[src/rtl/core/asr_pkg.sv]
// ============================================================================
// Antialiased spot rasterizer package
// Shared widths, fixed-point constants and register indexes for the spot
// rasterizer core.
// ============================================================================
package asr_pkg;

    // Fixed-point format of coordinates and radius.
    localparam int FRAC_BITS     = 8;
    localparam int COORD_W       = 21;
    localparam int RAD_W         = 10;
    localparam int COLOR_W       = 8;
    localparam int PIX_W         = 12;
    localparam int CNT_W         = 3;
    localparam int SCAN_W        = COORD_W + 1 - FRAC_BITS;

    // Radius saturation point: three pixels.
    localparam int MAX_RADIUS_PIXELS = 3;
    localparam logic [RAD_W-1:0] RAD_MAX = RAD_W'(MAX_RADIUS_PIXELS << FRAC_BITS);

    // Half-pixel offset of the corner samples and the rounding term for ceil.
    localparam int HALF_PIX      = 1 << (FRAC_BITS - 1);
    localparam int FRAC_MASK     = (1 << FRAC_BITS) - 1;

    // Squarer operand and result widths. Inside the scan box a sample offset
    // never exceeds the radius plus one and a half pixels.
    localparam int DELTA_W       = 12;
    localparam int SQ_W          = 23;
    localparam int R2_W          = 20;

    // Configuration registers.
    localparam int CFG_W         = 13;
    localparam int CFG_IDX_W     = 1;
    localparam logic [CFG_IDX_W-1:0] CFG_IMAGE_WIDTH  = 1'd0;
    localparam logic [CFG_IDX_W-1:0] CFG_IMAGE_HEIGHT = 1'd1;
    localparam logic [CFG_W-1:0]     MAX_IMAGE_DIM    = 13'd4096;

    // Alpha scaling: floor(v / 5) as (v * RECIP5) >> RECIP5_SHIFT, exact for
    // v up to 255 * 5.
    localparam int PROD_W        = COLOR_W + CNT_W;
    localparam int RECIP5_W      = 15;
    localparam logic [RECIP5_W-1:0] RECIP5 = 15'd13108;
    localparam int RECIP5_SHIFT  = 16;
    localparam int SCALE_W       = PROD_W + RECIP5_W;

    // Stream payload widths.
    localparam int S_TDATA_W     = 88;
    localparam int M_TDATA_W     = 64;

endpackage

[src/rtl/core/antialiased_spot_rasterizer_unit.sv]
// ============================================================================
// Antialiased spot rasterizer unit
// Scans the bounding box of one spot per request and emits one blend command
// per image pixel with at least one of five sample points inside the disc.
// ============================================================================
// Sequence: setup, then per row of the box (at most 8 by 8) the vertical squares
// (a clipped row is skipped) and per unclipped pixel the horizontal squares (a
// clipped pixel is skipped), then a closing state; output stalls hold it up.
// The one shared squarer sets this pace; it serves each sample offset in turn.
// Reset (aresetn low, synchronous) idles the sequencer, empties the output
// register and the held result, and sets both image size registers to 4096.
// ============================================================================
module antialiased_spot_rasterizer_unit (
    input  logic                           aclk,
    input  logic                           aresetn,
    // Spot requests.
    input  logic                           s_tvalid,
    output logic                           s_tready,
    // center_x[20:0], center_y[41:21], spot_radius[51:42], color_red[59:52],
    // color_green[67:60], color_blue[75:68], color_alpha[83:76], zero fill
    input  logic [asr_pkg::S_TDATA_W-1:0]  s_tdata,
    // Blend commands.
    output logic                           m_tvalid,
    input  logic                           m_tready,
    // pixel_x[11:0], pixel_y[23:12], out_red[31:24], out_green[39:32],
    // out_blue[47:40], coverage_count[50:48], blend_alpha[58:51], zero fill
    output logic [asr_pkg::M_TDATA_W-1:0]  m_tdata,
    output logic                           m_tlast,   // last_pixel
    // Configuration writes.
    input  logic                           cfg_wr_en,
    input  logic [asr_pkg::CFG_IDX_W-1:0]  cfg_wr_index,
    input  logic [asr_pkg::CFG_W-1:0]      cfg_wr_data
);

    // The sequencer walks rows (outer) and columns (inner). Each unclipped row
    // first squares its three vertical offsets (dy + half, dy - half, dy), and
    // each unclipped pixel then squares its three horizontal offsets, testing
    // the matching sample points as each square comes out of the shared unit.
    typedef enum logic [3:0] {
        ST_IDLE,
        ST_SETUP,
        ST_ROW_P,
        ST_ROW_M,
        ST_ROW_C,
        ST_PIX_P,
        ST_PIX_M,
        ST_PIX_C,
        ST_FINISH
    } state_t;

    state_t state_reg;

    // Configuration.
    logic [asr_pkg::CFG_W-1:0] img_w_reg, img_h_reg;
    logic [asr_pkg::CFG_W-1:0] lim_w, lim_h;

    // Latched spot.
    logic signed [asr_pkg::COORD_W-1:0] cx_reg, cy_reg;
    logic [asr_pkg::RAD_W-1:0]          rad_reg;
    logic [asr_pkg::COLOR_W-1:0]        red_reg, green_reg, blue_reg, alpha_reg;
    logic [asr_pkg::R2_W-1:0]           r2_reg;

    // Scan box and position.
    logic signed [asr_pkg::SCAN_W-1:0]  box_x_start_reg, box_x_end_reg, box_y_end_reg;
    logic signed [asr_pkg::SCAN_W-1:0]  scan_x_reg, scan_y_reg;

    // Squares of the current row's vertical offsets and the running count.
    logic [asr_pkg::SQ_W-1:0]           sy_p_reg, sy_m_reg, sy_c_reg;
    logic [asr_pkg::CNT_W-1:0]          cnt_reg;

    // Held result: sent once the next one is found, or at the end as last.
    logic                               pend_valid_reg;
    logic [asr_pkg::PIX_W-1:0]          pend_x_reg, pend_y_reg;
    logic [asr_pkg::CNT_W-1:0]          pend_cnt_reg;
    logic [asr_pkg::PROD_W-1:0]         pend_prod_reg;

    // Output register.
    logic                               out_valid_reg, out_last_reg;
    logic [asr_pkg::PIX_W-1:0]          out_x_reg, out_y_reg;
    logic [asr_pkg::COLOR_W-1:0]        out_red_reg, out_green_reg, out_blue_reg;
    logic [asr_pkg::CNT_W-1:0]          out_cnt_reg;
    logic [asr_pkg::COLOR_W-1:0]        out_alpha_reg;

    // ------------------------------------------------------------------------
    // Request unpacking; the radius saturates at three pixels.
    // ------------------------------------------------------------------------
    logic [asr_pkg::RAD_W-1:0] in_rad, in_rad_sat;

    assign in_rad     = s_tdata[51:42];
    assign in_rad_sat = (in_rad > asr_pkg::RAD_MAX) ? asr_pkg::RAD_MAX : in_rad;

    assign s_tready = (state_reg == ST_IDLE);

    // Image sizes above the maximum clip as the maximum.
    assign lim_w = (img_w_reg > asr_pkg::MAX_IMAGE_DIM) ? asr_pkg::MAX_IMAGE_DIM : img_w_reg;
    assign lim_h = (img_h_reg > asr_pkg::MAX_IMAGE_DIM) ? asr_pkg::MAX_IMAGE_DIM : img_h_reg;

    // ------------------------------------------------------------------------
    // Bounding box: floor(c - r) is an arithmetic shift, ceil(c + r) is the
    // same shift after adding one pixel less one LSB.
    // ------------------------------------------------------------------------
    logic signed [asr_pkg::COORD_W:0] cx_ext, cy_ext, rad_ext;
    logic signed [asr_pkg::COORD_W:0] lo_x, hi_x, lo_y, hi_y;

    assign cx_ext  = {cx_reg[asr_pkg::COORD_W-1], cx_reg};
    assign cy_ext  = {cy_reg[asr_pkg::COORD_W-1], cy_reg};
    assign rad_ext = {{(asr_pkg::COORD_W + 1 - asr_pkg::RAD_W){1'b0}}, rad_reg};
    assign lo_x    = cx_ext - rad_ext;
    assign hi_x    = cx_ext + rad_ext + (asr_pkg::COORD_W + 1)'(asr_pkg::FRAC_MASK);
    assign lo_y    = cy_ext - rad_ext;
    assign hi_y    = cy_ext + rad_ext + (asr_pkg::COORD_W + 1)'(asr_pkg::FRAC_MASK);

    // ------------------------------------------------------------------------
    // Shared squarer and its operand select. Row states square the vertical
    // offset, pixel states the horizontal one, setup squares the radius.
    // ------------------------------------------------------------------------
    logic                               use_row;
    logic signed [asr_pkg::COORD_W-1:0] base_sel;
    logic signed [asr_pkg::SCAN_W-1:0]  pos_sel;
    logic signed [asr_pkg::COORD_W+1:0] delta_full, delta_off;
    logic signed [asr_pkg::DELTA_W-1:0] sq_in;
    logic signed [2*asr_pkg::DELTA_W-1:0] sq_prod;
    logic [asr_pkg::SQ_W-1:0]           sq_val;

    assign use_row  = (state_reg == ST_ROW_P) || (state_reg == ST_ROW_M)
                   || (state_reg == ST_ROW_C);
    assign base_sel = use_row ? cy_reg : cx_reg;
    assign pos_sel  = use_row ? scan_y_reg : scan_x_reg;
    assign delta_full = {{2{base_sel[asr_pkg::COORD_W-1]}}, base_sel}
                      - {pos_sel[asr_pkg::SCAN_W-1], pos_sel, {asr_pkg::FRAC_BITS{1'b0}}};

    always_comb begin
        case (state_reg)
            ST_ROW_P, ST_PIX_P: begin
                delta_off = delta_full + (asr_pkg::COORD_W + 2)'(asr_pkg::HALF_PIX);
            end
            ST_ROW_M, ST_PIX_M: begin
                delta_off = delta_full - (asr_pkg::COORD_W + 2)'(asr_pkg::HALF_PIX);
            end
            default: begin
                delta_off = delta_full;
            end
        endcase
        if (state_reg == ST_SETUP) begin
            sq_in = {{(asr_pkg::DELTA_W - asr_pkg::RAD_W){1'b0}}, rad_reg};
        end else begin
            sq_in = delta_off[asr_pkg::DELTA_W-1:0];
        end
    end

    assign sq_prod = sq_in * sq_in;
    assign sq_val  = sq_prod[asr_pkg::SQ_W-1:0];

    // Two distance compares per cycle: corner pixel states pair the square
    // with both vertical corner squares; the center state uses the first.
    logic [asr_pkg::SQ_W:0] sum_a, sum_b;
    logic                   hit_a, hit_b;

    assign sum_a = {1'b0, sq_val} + {1'b0, (state_reg == ST_PIX_C) ? sy_c_reg : sy_p_reg};
    assign sum_b = {1'b0, sq_val} + {1'b0, sy_m_reg};
    assign hit_a = (sum_a <= (asr_pkg::SQ_W + 1)'(r2_reg));
    assign hit_b = (sum_b <= (asr_pkg::SQ_W + 1)'(r2_reg));

    // ------------------------------------------------------------------------
    // Scan control.
    // ------------------------------------------------------------------------
    logic x_inside, y_inside, last_col, last_row;
    logic [asr_pkg::CNT_W-1:0]  cnt_c;
    logic [asr_pkg::PROD_W-1:0] prod_c;
    logic                       out_free, push, push_last;

    assign x_inside = !scan_x_reg[asr_pkg::SCAN_W-1]
                   && (scan_x_reg[asr_pkg::CFG_W-1:0] < lim_w);
    assign y_inside = !scan_y_reg[asr_pkg::SCAN_W-1]
                   && (scan_y_reg[asr_pkg::CFG_W-1:0] < lim_h);
    assign last_col = (scan_x_reg == box_x_end_reg);
    assign last_row = (scan_y_reg == box_y_end_reg);

    assign cnt_c  = cnt_reg + asr_pkg::CNT_W'(hit_a);
    assign prod_c = asr_pkg::PROD_W'(alpha_reg) * asr_pkg::PROD_W'(cnt_c);

    // The output register takes a command when it is empty or being drained.
    assign out_free  = !out_valid_reg || m_tready;
    assign push_last = (state_reg == ST_FINISH);
    assign push      = out_free && pend_valid_reg
                    && (((state_reg == ST_PIX_C) && (cnt_c != '0)) || push_last);

    // Alpha scaling by one fifth through a reciprocal multiply.
    logic [asr_pkg::SCALE_W-1:0] alpha_scaled;

    assign alpha_scaled = asr_pkg::SCALE_W'(pend_prod_reg) * asr_pkg::SCALE_W'(asr_pkg::RECIP5);

    always_ff @(posedge aclk) begin
        if (!aresetn) begin
            state_reg      <= ST_IDLE;
            pend_valid_reg <= 1'b0;
            out_valid_reg  <= 1'b0;
            img_w_reg      <= asr_pkg::MAX_IMAGE_DIM;
            img_h_reg      <= asr_pkg::MAX_IMAGE_DIM;
        end else begin
            // Configuration writes; the port only carries valid indexes.
            if (cfg_wr_en) begin
                case (cfg_wr_index)
                    asr_pkg::CFG_IMAGE_WIDTH:  img_w_reg <= cfg_wr_data;
                    asr_pkg::CFG_IMAGE_HEIGHT: img_h_reg <= cfg_wr_data;
                    default: begin
                    end
                endcase
            end

            // Output register.
            if (push) begin
                out_valid_reg <= 1'b1;
                out_last_reg  <= push_last;
                out_x_reg     <= pend_x_reg;
                out_y_reg     <= pend_y_reg;
                out_red_reg   <= red_reg;
                out_green_reg <= green_reg;
                out_blue_reg  <= blue_reg;
                out_cnt_reg   <= pend_cnt_reg;
                out_alpha_reg <= alpha_scaled[asr_pkg::RECIP5_SHIFT +: asr_pkg::COLOR_W];
            end else if (m_tready) begin
                out_valid_reg <= 1'b0;
            end

            case (state_reg)
                ST_IDLE: begin
                    if (s_tvalid) begin
                        cx_reg    <= s_tdata[20:0];
                        cy_reg    <= s_tdata[41:21];
                        rad_reg   <= in_rad_sat;
                        red_reg   <= s_tdata[59:52];
                        green_reg <= s_tdata[67:60];
                        blue_reg  <= s_tdata[75:68];
                        alpha_reg <= s_tdata[83:76];
                        state_reg <= ST_SETUP;
                    end
                end

                ST_SETUP: begin
                    r2_reg          <= sq_val[asr_pkg::R2_W-1:0];
                    box_x_start_reg <= lo_x[asr_pkg::COORD_W:asr_pkg::FRAC_BITS];
                    box_x_end_reg   <= hi_x[asr_pkg::COORD_W:asr_pkg::FRAC_BITS];
                    scan_y_reg      <= lo_y[asr_pkg::COORD_W:asr_pkg::FRAC_BITS];
                    box_y_end_reg   <= hi_y[asr_pkg::COORD_W:asr_pkg::FRAC_BITS];
                    pend_valid_reg  <= 1'b0;
                    state_reg       <= ST_ROW_P;
                end

                ST_ROW_P: begin
                    if (!y_inside) begin
                        // Row outside the image: skip it.
                        if (last_row) begin
                            state_reg <= ST_FINISH;
                        end else begin
                            scan_y_reg <= scan_y_reg + 1'b1;
                        end
                    end else begin
                        sy_p_reg  <= sq_val;
                        state_reg <= ST_ROW_M;
                    end
                end

                ST_ROW_M: begin
                    sy_m_reg  <= sq_val;
                    state_reg <= ST_ROW_C;
                end

                ST_ROW_C: begin
                    sy_c_reg   <= sq_val;
                    scan_x_reg <= box_x_start_reg;
                    state_reg  <= ST_PIX_P;
                end

                ST_PIX_P: begin
                    if (!x_inside) begin
                        if (last_col) begin
                            if (last_row) begin
                                state_reg <= ST_FINISH;
                            end else begin
                                scan_y_reg <= scan_y_reg + 1'b1;
                                state_reg  <= ST_ROW_P;
                            end
                        end else begin
                            scan_x_reg <= scan_x_reg + 1'b1;
                        end
                    end else begin
                        // Left-hand corners (dx + half).
                        cnt_reg   <= asr_pkg::CNT_W'(hit_a) + asr_pkg::CNT_W'(hit_b);
                        state_reg <= ST_PIX_M;
                    end
                end

                ST_PIX_M: begin
                    // Right-hand corners (dx - half).
                    cnt_reg   <= cnt_reg + asr_pkg::CNT_W'(hit_a) + asr_pkg::CNT_W'(hit_b);
                    state_reg <= ST_PIX_C;
                end

                ST_PIX_C: begin
                    // A covered pixel replaces the held result, which must
                    // first move to the output register; wait while it is full.
                    if ((cnt_c == '0) || !pend_valid_reg || out_free) begin
                        if (cnt_c != '0) begin
                            pend_valid_reg <= 1'b1;
                            pend_x_reg     <= scan_x_reg[asr_pkg::PIX_W-1:0];
                            pend_y_reg     <= scan_y_reg[asr_pkg::PIX_W-1:0];
                            pend_cnt_reg   <= cnt_c;
                            pend_prod_reg  <= prod_c;
                        end
                        if (last_col) begin
                            if (last_row) begin
                                state_reg <= ST_FINISH;
                            end else begin
                                scan_y_reg <= scan_y_reg + 1'b1;
                                state_reg  <= ST_ROW_P;
                            end
                        end else begin
                            scan_x_reg <= scan_x_reg + 1'b1;
                            state_reg  <= ST_PIX_P;
                        end
                    end
                end

                ST_FINISH: begin
                    // The held result, if any, goes out marked as last.
                    if (!pend_valid_reg) begin
                        state_reg <= ST_IDLE;
                    end else if (out_free) begin
                        pend_valid_reg <= 1'b0;
                        state_reg      <= ST_IDLE;
                    end
                end

                default: begin
                    state_reg <= ST_IDLE;
                end
            endcase
        end
    end

    assign m_tvalid = out_valid_reg;
    assign m_tlast  = out_last_reg;
    assign m_tdata  = {5'b0, out_alpha_reg, out_cnt_reg, out_blue_reg, out_green_reg,
                       out_red_reg, out_y_reg, out_x_reg};

`ifndef SYNTHESIS
    // No held result may survive into the next spot.
    assert property (@(posedge aclk) disable iff (!aresetn)
        s_tready |-> !pend_valid_reg)
    else $error("held result still valid while accepting a new spot");

    // Every blend command covers at least one sample point.
    assert property (@(posedge aclk) disable iff (!aresetn)
        out_valid_reg |-> (out_cnt_reg != '0))
    else $error("blend command with zero coverage");

    // The column scan never runs past the right edge of the box.
    assert property (@(posedge aclk) disable iff (!aresetn)
        ((state_reg == ST_PIX_P) || (state_reg == ST_PIX_M) || (state_reg == ST_PIX_C))
        |-> (scan_x_reg <= box_x_end_reg))
    else $error("column scan beyond bounding box");
`endif

endmodule
[config.mk]
export PLATFORM = sky130hd
export DESIGN_NAME = antialiased_spot_rasterizer_unit
export DESIGN_NICKNAME = d
export VERILOG_FILES = /design/src/rtl/core/asr_pkg.sv /design/src/rtl/core/antialiased_spot_rasterizer_unit.sv
export SDC_FILE = /design/constraint.sdc
export NUM_CORES = 1
export LEC_CHECK = 0
export ABC_AREA = 1
export BUFFER_PORTS_ARGS = -buffer_cell sky130_fd_sc_hd__buf_2
export CAP_MARGIN = 30
export CORE_UTILIZATION = 39
export DETAILED_ROUTE_END_ITERATION = 12
export GPL_TIMING_DRIVEN = 1
export PLACE_DENSITY = 0.59
export SLEW_MARGIN = 10
export SYNTH_ARGS = -nofsm -noshare
export SYNTH_HDL_FRONTEND = slang
export SYNTH_SLANG_ARGS = --single-unit
[constraint.sdc]
create_clock -name aclk -period 12.2 [get_ports aclk]
set_input_delay 1.83 -clock aclk [delete_from_list [all_inputs] [get_ports aclk]]
set_output_delay 1.83 -clock aclk [all_outputs]
set_load 0.005 [all_outputs]
==> results.json <==
{
  "status": "finished clean",
  "setup_slack_ps": 659,
  "die_area_um2": 70500,
  "dr.pass1.iters": 7,
  "antenna_left": 0,
  "dp.cells": 4041,
  "critPathMaxStageDelay_ps": 560,
  "synth_top_flop_cell": "edfxtp_1",
  "synthMuxAreaShare": 0.000370,
  "io_buffers": 164,
  "critPathKind": "flop to flop",
  "grt_use_total": 0.172,
  "synth_top_family_by_area": "adder cells",
  "worst_pin_slew_ps": 938,
  "cts_htree_levels": 2,
  "multi_input_area_um2": 14600,
  "clk_latency_ps": 590,
  "yosysWarningCount": 0,
  "clock_skew_ps": 37.0,
  "chipHeight_um": 266,
  "maxCapViolCount": 0,
  "netlist_area_um2": 27100,
  "ys_seq_area_frac": 0.401,
  "cp_common_cell": "nand2_1",
  "dp_hpwl_mm": 48.0,
  "grt_remaining_overflow": 0,
  "cpMaxStageDelayCell": "fa_1",
  "synth_edf_count": 340,
  "drc": 0,
  "syn_inst": 2873,
  "worstSetupStartpointType": "flop",
  "mostFrequentLayoutCells": "nand2_1 (530), inv_1 (489), edfxtp_1 (340), ha_1 (274), nor2_1 (251)",
  "path_clk_slew_ps": 60,
  "first_iter_violations": 934,
  "viasPerCell": 4.71,
  "grt_start_max_net_pins": 61,
  "post-route-min-period_ps": 11540,
  "arrival_ps": 11870,
  "cts.sinks": 372,
  "grt_pass1_wl_mm": 97.2,
  "wl_mm": 60.5,
  "final-max-slew-violation-count": 0,
  "fin_crit_sh": 0.946,
  "initial_core_util": 0.394,
  "core-area_um2": 68700,
  "finalNetCount": 3722,
  "cts-root-buf": "clkbuf_16",
  "io-pin-count": 174,
  "critPathRequiredTime_ps": 12530,
  "seq_area_um2": 10900,
  "ys_ff_latch": 372,
  "wl_per_cell_um": 14.6,
  "num_vias": 19500,
  "endpoint_kind": "flop",
  "synthArstFlopShare": 0,
  "gp_congestion": 0.865,
  "cp_max_fo": 7,
  "synth_compound_area_frac": 0.0691,
  "synthXorXnorAreaFrac": 0.0404,
  "synth.avg_cell_area_um2": 9.43,
  "fmaxAchievable_mhz": 86.6,
  "num_rows": 96,
  "relSlewSlack": 0.369,
  "cts_buffers": 44,
  "area_growth_pct": 17.5,
  "synth_adder_area_share": 0.252,
  "drive_gt1_frac": 0.161,
  "hold_class": "flop to flop",
  "setup_violations": 0,
  "grt_pass1_vias": 19000,
  "grt_antenna_before_repair": 3,
  "layout.cells.most_common": "nand2_1",
  "fillers": 6642,
  "yosysUniqueCellTypes": 55,
  "yosys.area_share.simple": 0.158,
  "fin_cells": 4130,
  "r2r_slack_ps": 660,
  "n_antenna_cell": 0,
  "pre_cts_slack_ps": 100,
  "fp.dieW_um": 266,
  "hold_viol_final": 0,
  "clockBufferDepth": 3,
  "tritoncts": "yes"
}
## final timing paths
path	from	to	cells after the start
max reg2reg	state_reg[2]	pend_prod_reg[9]	68
min	pend_y_reg[5]	out_y_reg[5]	0
min reg2reg	pend_y_reg[5]	out_y_reg[5]	0
max	state_reg[2]	pend_prod_reg[9]	68
## metal layers
layer | track usage | vias to the layer above | wire (µm)
met3 | 0.0232 | 65 | 2550
li1 | - | 9944 | -
met5 | 0 | - | 9
met4 | 0.0375 | 2 | 1120
met1 | 0.240 | 9115 | 29100
met2 | 0.284 | 344 | 27700
## stage by stage
step / area (µm²) / hold WS (ps) / setup TNS, ps / util
6_report: 31800 / 416 / 0 / 0.463
5_1_grt: 31800 / 420 / -62.7 / 0.463
4_1_cts: 31300 / 411 / 0 / 0.455
3_5_place_dp: 29800 / 405 / 0 / 0.433
3_3_place_gp: 29800 / 401 / 0 / 0.433
2_1_floorplan: 27100 / 400 / 0 / -
## critical path: cells and delay by family (launching register included)
family / cells / cell delay, ps
adder cells (fa/ha/maj): 15 / 5380
AND/OR/NAND/NOR: 22 / 2260
AO/OA/AOI/OAI: 13 / 1610
XOR/XNOR: 3 / 440
flip-flops: 1 / 340
multiplexers: 1 / 120
buffers and inverters: 14 / 1120
## what timing repair did
| action | 4_1_cts | 5_1_grt |
|---|---|---|
| hold buffers | 0 | 0 |
| hold endpoints to repair | 0 | 0 |
| setup buffers | 0 | 8 |
| setup endpoints to repair | 0 | 10 |
| gates resized for setup | 0 | 109 |
## Yosys cell counts, types with 3 or more instances
cell type  number  area share
a211oi_1        4      0.0011
a21o_1         12      0.0033
a21oi_1       153       0.028
a31oi_1        13      0.0030
and2_1          3     0.00069
buf_2           7      0.0013
buf_4           5      0.0014
clkbuf_1       24      0.0033
dfxtp_1        32       0.024
edfxtp_1      340        0.38
fa_1          158        0.12
ha_1          292        0.13
inv_1         497       0.069
inv_2          26      0.0036
nand2_1       549       0.076
nand2_2         7      0.0016
nand3_1        97       0.018
nand3b_1        8      0.0022
nand4_1        19      0.0044
nor2_1        270       0.037
nor2_2          8      0.0018
nor2_4          3      0.0012
nor3_1         24      0.0044
nor3b_1         4      0.0011
nor4_1         15      0.0035
o211ai_1       18      0.0050
o21a_1          5      0.0014
o21ai_0        96       0.018
o21ai_1        10      0.0018
o21ai_2         4      0.0013
o21bai_1        6      0.0017
o31ai_1         5      0.0014
or2_2          12      0.0028
xnor2_1        34       0.011
xor2_1         89       0.029
## logic make-up after synthesis
kind of cell / after synthesis
other: 1
DFF: 372
adders and majority gates: 450
AOI/OAI and AO/OA: 336
xor gates and xnor gates: 124
muxes: 1
buffers and inverters: 562
and+or+nand+nor: 1027
## layout make-up
cell class,count,area share
inverter,524,0.0619
tap,931,0.0366
timing repair buffer,280,0.0536
clock buffer,47,0.0350
multi-input combinational,1943,0.460
clock inverter,33,0.0121
sequential,372,0.341
Power is left out: the tool's default activity adds up to more than one toggle a clock period on the data nets, which glitch-free logic cannot reach.
